`src/hw/rtl/rhcb_pkg.sv`:
```
// Shared types and fixed constants for the rolling hash chunk boundary block.
// No dependencies; every other file of the block refers to this package.
`default_nettype none

package rhcb_pkg;

   // Field widths
   localparam int unsigned BYTE_W = 8;
   localparam int unsigned WORD_W = 32;

   // Cut when the rolling value mod CUT_MODULUS is CUT_MODULUS-1
   localparam int unsigned CUT_MODULUS = 64;
   localparam int unsigned CUT_BITS    = $clog2(CUT_MODULUS);

   // Left shift of the shift-xor term per hashed byte
   localparam int unsigned SHIFT_BITS = 5;

   // One staged input beat
   typedef struct packed {
      logic [BYTE_W-1:0] data_byte;
      logic              stream_start;
   } item_type;

   // One result beat
   typedef struct packed {
      logic [WORD_W-1:0] byte_position;
      logic              was_hashed;
      logic [WORD_W-1:0] rolling_value;
      logic              chunk_done;
      logic              chunk_is_tail;
      logic [WORD_W-1:0] chunk_first;
      logic              stream_done;
   } result_type;

endpackage

`default_nettype wire

```
`src/hw/rtl/rhcb_req_if.sv`:
```
// Request channel: one stream byte per beat with a start-of-stream flag.
// Depends on rhcb_pkg for field widths.
`default_nettype none

interface rhcb_req_if;
   logic                           valid;
   logic                           ready;
   logic [rhcb_pkg::BYTE_W-1:0]    data_byte;
   logic                           stream_start;

   modport source (output valid, output data_byte, output stream_start, input ready);
   modport sink   (input valid, input data_byte, input stream_start, output ready);
endinterface

`default_nettype wire

```
`src/hw/rtl/rhcb_rsp_if.sv`:
```
// Response channel: position, hash value and chunk marks per beat.
// Depends on rhcb_pkg for field widths.
`default_nettype none

interface rhcb_rsp_if;
   logic                           valid;
   logic                           ready;
   logic [rhcb_pkg::WORD_W-1:0]    byte_position;
   logic                           was_hashed;
   logic [rhcb_pkg::WORD_W-1:0]    rolling_value;
   logic                           chunk_done;
   logic                           chunk_is_tail;
   logic [rhcb_pkg::WORD_W-1:0]    chunk_first;
   logic                           stream_done;

   modport source (output valid, output byte_position, output was_hashed,
                   output rolling_value, output chunk_done, output chunk_is_tail,
                   output chunk_first, output stream_done, input ready);
   modport sink   (input valid, input byte_position, input was_hashed,
                   input rolling_value, input chunk_done, input chunk_is_tail,
                   input chunk_first, input stream_done, output ready);
endinterface

`default_nettype wire

```
`src/hw/rtl/rhcb_window.sv`:
```
// Byte window of the rolling hash as a shift line; the oldest byte leaves at the end.
// Depends on rhcb_pkg for the byte width.
`default_nettype none

module rhcb_window #(
   parameter int unsigned WINDOW_LEN = 7
) (
   input  wire                           clock,
   input  wire                           reset,
   input  wire                           clear,
   input  wire                           shift,
   input  wire [rhcb_pkg::BYTE_W-1:0]    byte_in,
   output logic [rhcb_pkg::BYTE_W-1:0]   oldest
);

   logic [rhcb_pkg::BYTE_W-1:0] taps_ff [WINDOW_LEN];
   logic [rhcb_pkg::BYTE_W-1:0] taps_in [WINDOW_LEN];

   // Byte that leaves the window if this beat is hashed
   assign oldest = clear ? '0 : taps_ff[WINDOW_LEN-1];

   // Clear on stream start, then shift in the hashed byte
   always_comb begin
      for (int k = 0; k < WINDOW_LEN; k++) begin
         taps_in[k] = clear ? '0 : taps_ff[k];
      end
      if (shift) begin
         taps_in[0] = byte_in;
         for (int k = 1; k < WINDOW_LEN; k++) begin
            taps_in[k] = clear ? '0 : taps_ff[k-1];
         end
      end
   end

   always_ff @(posedge clock) begin
      if (reset) begin
         for (int k = 0; k < WINDOW_LEN; k++) begin
            taps_ff[k] <= '0;
         end
      end else begin
         for (int k = 0; k < WINDOW_LEN; k++) begin
            taps_ff[k] <= taps_in[k];
         end
      end
   end

endmodule

`default_nettype wire

```
`src/hw/rtl/rhcb_core.sv`:
```
// Hash state and its combinational update: sums, position, chunk start and skip count.
// Depends on rhcb_pkg and rhcb_window.
`default_nettype none

module rhcb_core #(
   parameter int unsigned WINDOW_LEN = 7,
   parameter int unsigned SKIP_COUNT = 16
) (
   input  wire                           clock,
   input  wire                           reset,
   input  wire                           advance,
   input  rhcb_pkg::item_type            item,
   input  wire [rhcb_pkg::WORD_W-1:0]    stream_length,
   output rhcb_pkg::result_type          result
);

   localparam int unsigned SKIP_W = (SKIP_COUNT > 0) ? $clog2(SKIP_COUNT + 1) : 1;
   localparam int unsigned W      = rhcb_pkg::WORD_W;

   logic [W-1:0]      plain_ff, plain_in;
   logic [W-1:0]      weighted_ff, weighted_in;
   logic [W-1:0]      sxor_ff, sxor_in;
   logic [W-1:0]      position_ff, position_in;
   logic [W-1:0]      begin_ff, begin_in;
   logic [SKIP_W-1:0] skip_ff, skip_in;

   logic [W-1:0]      cur_plain, cur_weighted, cur_sxor, cur_pos, cur_begin;
   logic [SKIP_W-1:0] cur_skip;
   logic [W-1:0]      sdata;
   logic [rhcb_pkg::BYTE_W-1:0] oldest;
   logic              hashed, cut, last, skip_start;
   logic [W-1:0]      rolling;
   logic [W:0]        pos_ext;

   // Window of hashed bytes
   rhcb_window #(
      .WINDOW_LEN (WINDOW_LEN)
   ) u_window (
      .clock   (clock),
      .reset   (reset),
      .clear   (advance & item.stream_start),
      .shift   (advance & hashed),
      .byte_in (item.data_byte),
      .oldest  (oldest)
   );

   // Stream start clears the state seen by this byte
   always_comb begin
      cur_plain    = item.stream_start ? '0 : plain_ff;
      cur_weighted = item.stream_start ? '0 : weighted_ff;
      cur_sxor     = item.stream_start ? '0 : sxor_ff;
      cur_pos      = item.stream_start ? '0 : position_ff;
      cur_begin    = item.stream_start ? '0 : begin_ff;
      cur_skip     = item.stream_start ? '0 : skip_ff;
   end

   // Sign-extend the byte for the sums
   assign sdata   = {{(W - rhcb_pkg::BYTE_W){item.data_byte[rhcb_pkg::BYTE_W-1]}},
                     item.data_byte};
   assign hashed  = (cur_skip == '0);
   assign pos_ext = {1'b0, cur_pos};
   assign last    = (pos_ext + (W+1)'(1)) == {1'b0, stream_length};
   assign skip_start = (pos_ext + (W+1)'(SKIP_COUNT)) < {1'b0, stream_length};

   // Update the three hash terms
   always_comb begin
      if (hashed) begin
         weighted_in = cur_weighted - cur_plain + (sdata * W'(WINDOW_LEN));
         plain_in    = cur_plain + sdata - {{(W - rhcb_pkg::BYTE_W){1'b0}}, oldest};
         sxor_in     = (cur_sxor << rhcb_pkg::SHIFT_BITS) ^ sdata;
      end else begin
         weighted_in = cur_weighted;
         plain_in    = cur_plain;
         sxor_in     = cur_sxor;
      end
   end

   assign rolling = plain_in + weighted_in + sxor_in;
   assign cut     = hashed && (rolling[rhcb_pkg::CUT_BITS-1:0] == '1);

   // Chunk bookkeeping and skip count
   always_comb begin
      position_in = cur_pos + W'(1);
      begin_in    = (cut || last) ? cur_pos + W'(1) : cur_begin;
      if (cut && skip_start) begin
         skip_in = SKIP_W'(SKIP_COUNT);
      end else if (!hashed) begin
         skip_in = cur_skip - SKIP_W'(1);
      end else begin
         skip_in = cur_skip;
      end
   end

   // Assemble the result beat
   always_comb begin
      result.byte_position = cur_pos;
      result.was_hashed    = hashed;
      result.rolling_value = rolling;
      result.chunk_done    = cut || last;
      result.chunk_is_tail = !cut && last;
      result.chunk_first   = (cut || last) ? cur_begin : '0;
      result.stream_done   = last;
   end

   always_ff @(posedge clock) begin
      if (reset) begin
         plain_ff    <= '0;
         weighted_ff <= '0;
         sxor_ff     <= '0;
         position_ff <= '0;
         begin_ff    <= '0;
         skip_ff     <= '0;
      end else if (advance) begin
         plain_ff    <= plain_in;
         weighted_ff <= weighted_in;
         sxor_ff     <= sxor_in;
         position_ff <= position_in;
         begin_ff    <= begin_in;
         skip_ff     <= skip_in;
      end
   end

endmodule

`default_nettype wire

```
`src/hw/rtl/rolling_hash_chunk_boundary_top.sv`:
```
// Rolling hash chunk boundary finder: one stream byte per beat, one result per byte.
// An accepted byte is loaded into the input register; its hash update is loaded into
// the result register once that register is free, and the result register shows it.
// Throughput: one byte per cycle while rsp_bus.ready holds, set by the hash state update
// that each byte feeds to the next. Reset clears the pipeline and all hash state, stream_length is 1.
// Depends on rhcb_pkg, rhcb_req_if, rhcb_rsp_if, rhcb_window and rhcb_core.
`default_nettype none

module rolling_hash_chunk_boundary_top #(
   parameter int unsigned WINDOW_LEN = 7,
   parameter int unsigned SKIP_COUNT = 16
) (
   input  wire                           clock,
   input  wire                           reset,
   rhcb_req_if.sink                      req_bus,
   rhcb_rsp_if.source                    rsp_bus,
   input  wire                           csr_write_enable,
   input  wire [rhcb_pkg::WORD_W-1:0]    csr_write_data
);

   logic [rhcb_pkg::WORD_W-1:0] length_ff;
   logic                        s1_valid_ff, s1_valid_in;
   rhcb_pkg::item_type          s1_item_ff;
   logic                        out_valid_ff, out_valid_in;
   rhcb_pkg::result_type        out_ff;
   rhcb_pkg::result_type        result;
   logic                        out_free, advance, req_take;

   // Stream length register
   always_ff @(posedge clock) begin
      if (reset) begin
         length_ff <= rhcb_pkg::WORD_W'(1);
      end else if (csr_write_enable) begin
         length_ff <= csr_write_data;
      end
   end

   // Handshake: advance the staged beat whenever the result register frees up
   assign out_free      = !out_valid_ff || rsp_bus.ready;
   assign advance       = s1_valid_ff && out_free;
   assign req_bus.ready = !s1_valid_ff || advance;
   assign req_take      = req_bus.valid && req_bus.ready;

   always_comb begin
      s1_valid_in  = req_take ? 1'b1 : (advance ? 1'b0 : s1_valid_ff);
      out_valid_in = advance ? 1'b1 : (rsp_bus.ready ? 1'b0 : out_valid_ff);
   end

   always_ff @(posedge clock) begin
      if (reset) begin
         s1_valid_ff  <= 1'b0;
         out_valid_ff <= 1'b0;
      end else begin
         s1_valid_ff  <= s1_valid_in;
         out_valid_ff <= out_valid_in;
      end
   end

   // Input register
   always_ff @(posedge clock) begin
      if (req_take) begin
         s1_item_ff.data_byte    <= req_bus.data_byte;
         s1_item_ff.stream_start <= req_bus.stream_start;
      end
   end

   rhcb_core #(
      .WINDOW_LEN (WINDOW_LEN),
      .SKIP_COUNT (SKIP_COUNT)
   ) u_core (
      .clock         (clock),
      .reset         (reset),
      .advance       (advance),
      .item          (s1_item_ff),
      .stream_length (length_ff),
      .result        (result)
   );

   // Result register
   always_ff @(posedge clock) begin
      if (advance) begin
         out_ff <= result;
      end
   end

   assign rsp_bus.valid         = out_valid_ff;
   assign rsp_bus.byte_position = out_ff.byte_position;
   assign rsp_bus.was_hashed    = out_ff.was_hashed;
   assign rsp_bus.rolling_value = out_ff.rolling_value;
   assign rsp_bus.chunk_done    = out_ff.chunk_done;
   assign rsp_bus.chunk_is_tail = out_ff.chunk_is_tail;
   assign rsp_bus.chunk_first   = out_ff.chunk_first;
   assign rsp_bus.stream_done   = out_ff.stream_done;

   // The last byte of a stream always closes a chunk
   a_last_closes: assert property (@(posedge clock) disable iff (reset)
      out_valid_ff && out_ff.stream_done |-> out_ff.chunk_done)
      else $error("last byte without chunk end");

   // A tail chunk only ends on the last byte
   a_tail_last: assert property (@(posedge clock) disable iff (reset)
      out_valid_ff && out_ff.chunk_is_tail |-> out_ff.chunk_done && out_ff.stream_done)
      else $error("tail chunk off the last byte");

   // A skipped byte never makes a content cut
   a_skip_no_cut: assert property (@(posedge clock) disable iff (reset)
      out_valid_ff && !out_ff.was_hashed |-> !out_ff.chunk_done || out_ff.chunk_is_tail)
      else $error("cut on a skipped byte");

   // A staged beat blocked by a full result register stays staged
   a_stage_held: assert property (@(posedge clock) disable iff (reset)
      s1_valid_ff && !out_free |=> s1_valid_ff)
      else $error("staged beat dropped");

endmodule

`default_nettype wire
```
`src/flat_wrapper.sv`:
```
// flat-port wrapper written by rule: the top's interface ports become plain ports
module rolling_hash_chunk_boundary_top_flat 
#(
   parameter int unsigned WINDOW_LEN = 7,
   parameter int unsigned SKIP_COUNT = 16
)
  (clock, reset, csr_write_enable, csr_write_data, req_bus_valid, req_bus_data_byte, req_bus_stream_start, req_bus_ready, rsp_bus_valid, rsp_bus_byte_position, rsp_bus_was_hashed, rsp_bus_rolling_value, rsp_bus_chunk_done, rsp_bus_chunk_is_tail, rsp_bus_chunk_first, rsp_bus_stream_done, rsp_bus_ready);
  rhcb_req_if req_bus_i ();
  rhcb_rsp_if rsp_bus_i ();
  input  wire clock;
  input  wire reset;
  input  wire csr_write_enable;
  input  wire [rhcb_pkg::WORD_W-1:0] csr_write_data;
  input wire logic [$bits(req_bus_i.valid)-1:0] req_bus_valid;
  input wire logic [$bits(req_bus_i.data_byte)-1:0] req_bus_data_byte;
  input wire logic [$bits(req_bus_i.stream_start)-1:0] req_bus_stream_start;
  output wire logic [$bits(req_bus_i.ready)-1:0] req_bus_ready;
  output wire logic [$bits(rsp_bus_i.valid)-1:0] rsp_bus_valid;
  output wire logic [$bits(rsp_bus_i.byte_position)-1:0] rsp_bus_byte_position;
  output wire logic [$bits(rsp_bus_i.was_hashed)-1:0] rsp_bus_was_hashed;
  output wire logic [$bits(rsp_bus_i.rolling_value)-1:0] rsp_bus_rolling_value;
  output wire logic [$bits(rsp_bus_i.chunk_done)-1:0] rsp_bus_chunk_done;
  output wire logic [$bits(rsp_bus_i.chunk_is_tail)-1:0] rsp_bus_chunk_is_tail;
  output wire logic [$bits(rsp_bus_i.chunk_first)-1:0] rsp_bus_chunk_first;
  output wire logic [$bits(rsp_bus_i.stream_done)-1:0] rsp_bus_stream_done;
  input wire logic [$bits(rsp_bus_i.ready)-1:0] rsp_bus_ready;
  assign req_bus_i.valid = req_bus_valid;
  assign req_bus_i.data_byte = req_bus_data_byte;
  assign req_bus_i.stream_start = req_bus_stream_start;
  assign req_bus_ready = req_bus_i.ready;
  assign rsp_bus_valid = rsp_bus_i.valid;
  assign rsp_bus_byte_position = rsp_bus_i.byte_position;
  assign rsp_bus_was_hashed = rsp_bus_i.was_hashed;
  assign rsp_bus_rolling_value = rsp_bus_i.rolling_value;
  assign rsp_bus_chunk_done = rsp_bus_i.chunk_done;
  assign rsp_bus_chunk_is_tail = rsp_bus_i.chunk_is_tail;
  assign rsp_bus_chunk_first = rsp_bus_i.chunk_first;
  assign rsp_bus_stream_done = rsp_bus_i.stream_done;
  assign rsp_bus_i.ready = rsp_bus_ready;
  rolling_hash_chunk_boundary_top #(.WINDOW_LEN(WINDOW_LEN), .SKIP_COUNT(SKIP_COUNT)) u_core (.clock(clock), .reset(reset), .req_bus(req_bus_i), .rsp_bus(rsp_bus_i), .csr_write_enable(csr_write_enable), .csr_write_data(csr_write_data));
endmodule
```
`config.mk`:
```
export PLATFORM = sky130hd
export DESIGN_NAME = rolling_hash_chunk_boundary_top_flat
export DESIGN_NICKNAME = d
export VERILOG_FILES = /design/src/hw/rtl/rhcb_pkg.sv /design/src/hw/rtl/rhcb_req_if.sv /design/src/hw/rtl/rhcb_rsp_if.sv /design/src/hw/rtl/rhcb_window.sv /design/src/hw/rtl/rhcb_core.sv /design/src/hw/rtl/rolling_hash_chunk_boundary_top.sv /design/src/flat_wrapper.sv
export SDC_FILE = /design/constraint.sdc
export NUM_CORES = 1
export LEC_CHECK = 0
export BUFFER_PORTS_ARGS = -buffer_cell sky130_fd_sc_hd__buf_2
export CORE_MARGIN = 2
export CORE_UTILIZATION = 61
export CTS_CLUSTER_DIAMETER = 80
export CTS_CLUSTER_SIZE = 28
export DETAILED_ROUTE_END_ITERATION = 8
export PLACE_DENSITY_LB_ADDON = 0.12
export SLEW_MARGIN = 20
export SYNTH_ARGS = -nofsm -noshare
export SYNTH_HDL_FRONTEND = slang
export SYNTH_SLANG_ARGS = --single-unit
export TNS_END_PERCENT = 100
```
`constraint.sdc`:
```
create_clock -name clock -period 13.15 [get_ports clock]
set_input_delay 2.63 -clock clock [delete_from_list [all_inputs] [get_ports clock]]
set_output_delay 2.63 -clock clock [all_outputs]
set_load 0.05 [all_outputs]
```
Word level (Yosys, flattened, before mapping)
Memory sizes are Yosys's and may differ from the RTL's.
Index checks and enable logic that the tools add are counted.
{"block": "totals", "input_bits": 46, "output_inout_bits": 102, "ff_bits": 308, "ramBits": 56, "n_memories": 1, "wordCells": 91}
{"memory": "u_core.u_core.u_window.taps_ff", "depth": 7, "word_bits": 8, "rd": 7, "rd_ports_with_merged_regs": 0, "write_ports": 7, "line": "rhcb_window.sv:16", "rtl": "logic [rhcb_pkg::BYTE_W-1:0] taps_ff [WINDOW_LEN];"}
{"block": "classes", "mux": 34, "reduce_logical": 14, "eq_ne": 2, "mul": 1, "magnitude_cmp": 1, "bitwise_logic": 10, "n_addsub": 10}
{"op": "$mux W32", "count": 9}
{"op": "$add A32 B32 Y32", "count": 4}
{"op": "$mux W8", "count": 14}
{"op": "$mux W56", "count": 1}
{"op": "$add A32 B1 Y33 const B", "count": 1}
{"op": "$add A32 B5 Y33 const B", "count": 1}
{"op": "$eq A33 B32 Y1", "count": 1}
{"op": "$lt A33 B32 Y1", "count": 1}
{"op": "$add A32 B1 Y32 const B", "count": 1}
{"op": "$sub A32 B32 Y32", "count": 1}
{"op": "$sub A32 B8 Y32", "count": 1}
{"op": "$xor A32 B32 Y32", "count": 1}
{"op": "$mux W5", "count": 3}
{"op": "$mul A8 B4 Y12 const B", "count": 1}
{"op": "$mux W1", "count": 7}
{"op": "$or A1 B1 Y1", "count": 7}
{"op": "$eq A6 B6 Y1 const B", "count": 1}
{"op": "$logic_and A1 B1 Y1", "count": 5}
{"op": "$logic_not A5 Y1", "count": 1}
{"op": "$sub A5 B1 Y5 const B", "count": 1}
{"op": "$reduce_bool A2 Y1", "count": 2}
{"op": "$logic_not A1 Y1", "count": 3}
{"op": "$logic_or A1 B1 Y1", "count": 3}
{"op": "$and A1 B1 Y1", "count": 2}

Depth between registers and ports, before layout
{"block": "logic_depth", "depth_word": 13, "ltp_mapped": 38, "mapped_depth_nobuf": 38}

By module
Synthesis repeated with hierarchy kept, for this count alone.
{"block": "unflattened", "hier_cells": 2809, "hier_area_um2": 24933.9}
{"mod": "rhcb_core", "seq_area_each_um2": 3303.2, "cells_per_inst": 2386, "area_per_inst_um2": 18272.5, "instances": 1}
{"mod": "rolling_hash_chunk_boundary_top", "seq_area_each_um2": 3953.8, "cells_per_inst": 223, "area_per_inst_um2": 4528.1, "instances": 1}
{"mod": "rhcb_window", "seq_area_each_um2": 1121.1, "cells_per_inst": 200, "area_per_inst_um2": 2133.3, "instances": 1}

Worst setup path before layout
Ideal clock, no wire load.
{"block": "synth_path", "kind": "reg2reg", "startpoint": "reg u_core.s1_item_ff[8] (netlist bit)", "endpoint": "reg u_core.out_ff, in the netlist u_core.rsp_bus.rolling_value[31], data pin", "stages_incl_launch_ff": 35, "period_less_slack_ns": 9.799, "required_time_ns": 12.889, "setup_time_ns": 0.261, "slack_ns": 3.351, "n_path_buf": 1, "t_arrival_ns": 9.538, "path_cell_list": "edfxtp_1 clkinv_1 fa_1 inv_1 ha_1 nand3_1 o2111ai_1 a21oi_1 nor2_1 o21ai_0 xnor2_1 fa_1 inv_1 ha_1 clkbuf_1 a21o_1 a21o_1 a21oi_1 o31ai_1 xor2_1 nand2_1 o21ai_0 fa_1 ha_1 and3_1 and2_1 a221oi_1 o21ai_0 a211oi_1 a21oi_1 o21ai_0 a21oi_1 nor2_1 xnor2_1 xnor2_1"}
{"item": "start: declaration", "line": "rolling_hash_chunk_boundary_top.sv:23", "rtl": "rhcb_pkg::item_type s1_item_ff;"}
{"item": "end signal: assignment", "line": "rolling_hash_chunk_boundary_top.sv:82", "rtl": "out_ff <= result;"}
{"item": "end: declaration", "line": "rolling_hash_chunk_boundary_top.sv:25", "rtl": "rhcb_pkg::result_type out_ff;"}

==> impl_metrics.toml <==
[clock_tree]
cts_tree = "yes"
cts_hold_buf = 0
htree_levels = 1
cts_buffers = 24
max-clock-path-buffers = 3
cts_root_buf = "clkbuf_16"
clk_pin_slew_worst_paths_ns = 0.11
clk_latency_ns = 0.58
cts_sinks = 364
cts_setup_buffers = 0
cts.repair.resized = 0

[detailed_routing]
num_vias = 20900
ant_nets = 0
detail_route.wl_per_cell_um = 19.08
top_layer = "met4"
wl_met3_mm = 5.633
wl_met2_mm = 29.89
via_per_inst = 5.997
routed_wl_mm = 66.48
route.layer.met1.wl_mm = 28.92
remaining_drc_errors = 0
first_pass_iters = 6
drtIter0Drc = 1998

[floorplanning]
io_pins = 148
start_util_pct = 61.84
rows = 73
dieArea_sq_um = 42000
coreArea_sq_um = 39820
die_y_um = 204.9
chipWidth_um = 204.9

[flow_run]
maxCapViolCount = 0

[setup_path]
crit_fanout = 70
cp_common_cell = "o21ai_0"
critPathArrivalTime_ns = 10.65
crit_required_ns = 13.47
worstSetupStartpointType = "primary input"
crit_type = "primary input to flop"
endpoint_kind = "flop"
slowest_delay_ns = 0.66
slowest_stage = "nand2_1"

[synth]
synth_cell_types = 83
syn-cell-area_sq_um = 24630
avgSynthCellArea_sq_um = 8.475
syn_inst = 2906
synth_edf_count = 109
synth-main-ff-cell = "dfxtp_1"
yosysWarnings = 0
async_flop_share_pct = 0
synth_nets = 3198
seq_area_frac_synth_pct = 34.02
ys_ff_latch = 364

[cells_and_area]
drive_gt1_share_pct = 8.581
syn_to_final_growth_pct = 7.768
post-route-cell-area_sq_um = 26540
fin_nets = 3234
antenna_cells = 0

[sta]
clock.fmax_mhz = 96.79
skew_ns = 0.02468
whs_ns = 0.4549
fin_crit_sh_pct = 78.57
max_slew_margin_pct = 27.67
hold_violations = 0
min_period_ns = 10.33
worst_slew_pin_slew_ns = 1.085
fin_setup_tns_ns = 0
maxSlewViolCount = 0
setup_viol = 0
grt_setup_unrepaired = "no"

[place]
dp.final_hpwl_mm = 48.05
port_buffers = 147
placedInstanceArea_sq_um = 25630
place_congestion = 0.9674

[grt]
grt_use_total_pct = 31.50
first_global_vias = 19590
gr-total-overflow = 0
antenna_found_initial = 0
grt_max_degree = 93
grt_first_pass_wirelength_mm = 105.5

[power_and_ir_drop]
vdd_ir_drop_max_v = 0.0003200
powerDensity_nw_per_um2 = 243.6
power.leakage_nw = 11.13

[outcome]
outcome = "finished clean"

[min_path]
hold_path.class = "flop to flop"
sequential cells by signal, indices dropped and copies added (netlist names), 9 cells and up:
| register | count |
|---|---|
| u_core.u_core.u_window.taps_ff | 56 |
| u_core.length_ff | 32 |
| u_core.rsp_bus.byte_position | 32 |
| u_core.rsp_bus.chunk_first | 32 |
| u_core.rsp_bus.rolling_value | 32 |
| u_core.u_core.begin_ff | 32 |
| u_core.u_core.plain_ff | 32 |
| u_core.u_core.position_ff | 32 |
| u_core.u_core.sxor_ff | 32 |
| u_core.u_core.weighted_ff | 32 |
| u_core.s1_item_ff | 9 |
placed cells by master, fill, tap and decap left out, types with 41 or more instances in the layout:
master	count
xor2_1	46
xnor2_1	118
a22oi_1	41
fa_1	76
mux2i_1	41
edfxtp_1	109
o21ai_0	156
nand2b_1	75
nor2b_1	70
inv_1	247
and2_1	47
a21o_1	41
ha_1	170
nor2_1	247
dfxtp_1	255
nor3_1	85
buf_2	146
a21oi_1	201
nand3_1	48
nand2_1	330
kinds of logic after synthesis:
family                     after synthesis  share of synthesized area, %
adders and majority gates              246                         14.81
xor gates and xnor gates               175                         6.757
and+or+nand+nor                       1023                         20.06
buffers and inverters                  411                         6.366
AOI/OAI and AO/OA                      645                         16.27
muxes                                   42                         1.712
DFF                                    364                         34.02
layout make-up:
class                   count  area (sq um)
repair buffers            170         914.6
clock inverters            16         262.8
clock buffers              28         646.9
fillers                  3317         13280
flip-flops and latches    364          8378
well taps                 525         656.9
multi-input cells        2131         14730
inverters                 251         950.9
through the flow:
step                instances  setup slack, ns  util (%)  power [mW]
CTS                      3485            2.972     66.65       6.422
global route             3485            2.232     66.65       6.915
finish                   3485            2.819     66.65       6.467
floorplan                2906            3.351         -       4.462
detailed placement       3441            2.400     64.36       5.490
global placement         3441            2.706     64.36       5.404
critical path, delay by kind of cell:
| kind | cells | cell delay, ns |
|---|---|---|
| AOI/OAI and AO/OA | 12 | 3.13 |
| xor gates and xnor gates | 2 | 0.24 |
| adders and majority gates | 4 | 1.78 |
| buffers and inverters | 3 | 0.47 |
| and+or+nand+nor | 9 | 2.35 |
metal layers:
layer  vias to the layer above  track usage [%]
met5                         -                0
met4                         0            9.018
met3                       115            4.900
met2                       818            49.42
met1                      9966            45.06
li1                      10000                -
final timing paths:
path	slack (ns)	cells after the start	endpoint	start
setup / recovery	2.82	30	u_core.rsp_bus.rolling_value[31]$_DFFE_PP_	rsp_bus_ready
hold / removal	0.45	2	u_core.u_core.begin_ff[15]$_SDFFE_PP0P_	u_core.u_core.begin_ff[15]$_SDFFE_PP0P_
setup reg to reg	3.42	34	u_core.rsp_bus.rolling_value[31]$_DFFE_PP_	u_core.s1_item_ff[8]$_DFFE_PP_
hold reg to reg	0.45	2	u_core.u_core.begin_ff[15]$_SDFFE_PP0P_	u_core.u_core.begin_ff[15]$_SDFFE_PP0P_
report_power, final:
group	switching [mW]	leakage [nW]	total, mW	internal (mW)
Combinational	2.59	7.61	4.09	1.50
Clock	0.487	0.438	0.884	0.398
Sequential	0.0538	3.08	1.49	1.44
cell usage after synthesis (85+ instances only):
master	count	share of area, %
nand2_1	331	5.0
dfxtp_1	255	21
inv_1	248	3.8
nor2_1	248	3.8
a21oi_1	201	4.1
ha_1	170	8.6
o21ai_0	157	3.2
clkbuf_1	131	2.0
xnor2_1	119	4.2
edfxtp_1	109	13
nor3_1	85	1.7
(Power assumes the default switching activity.)
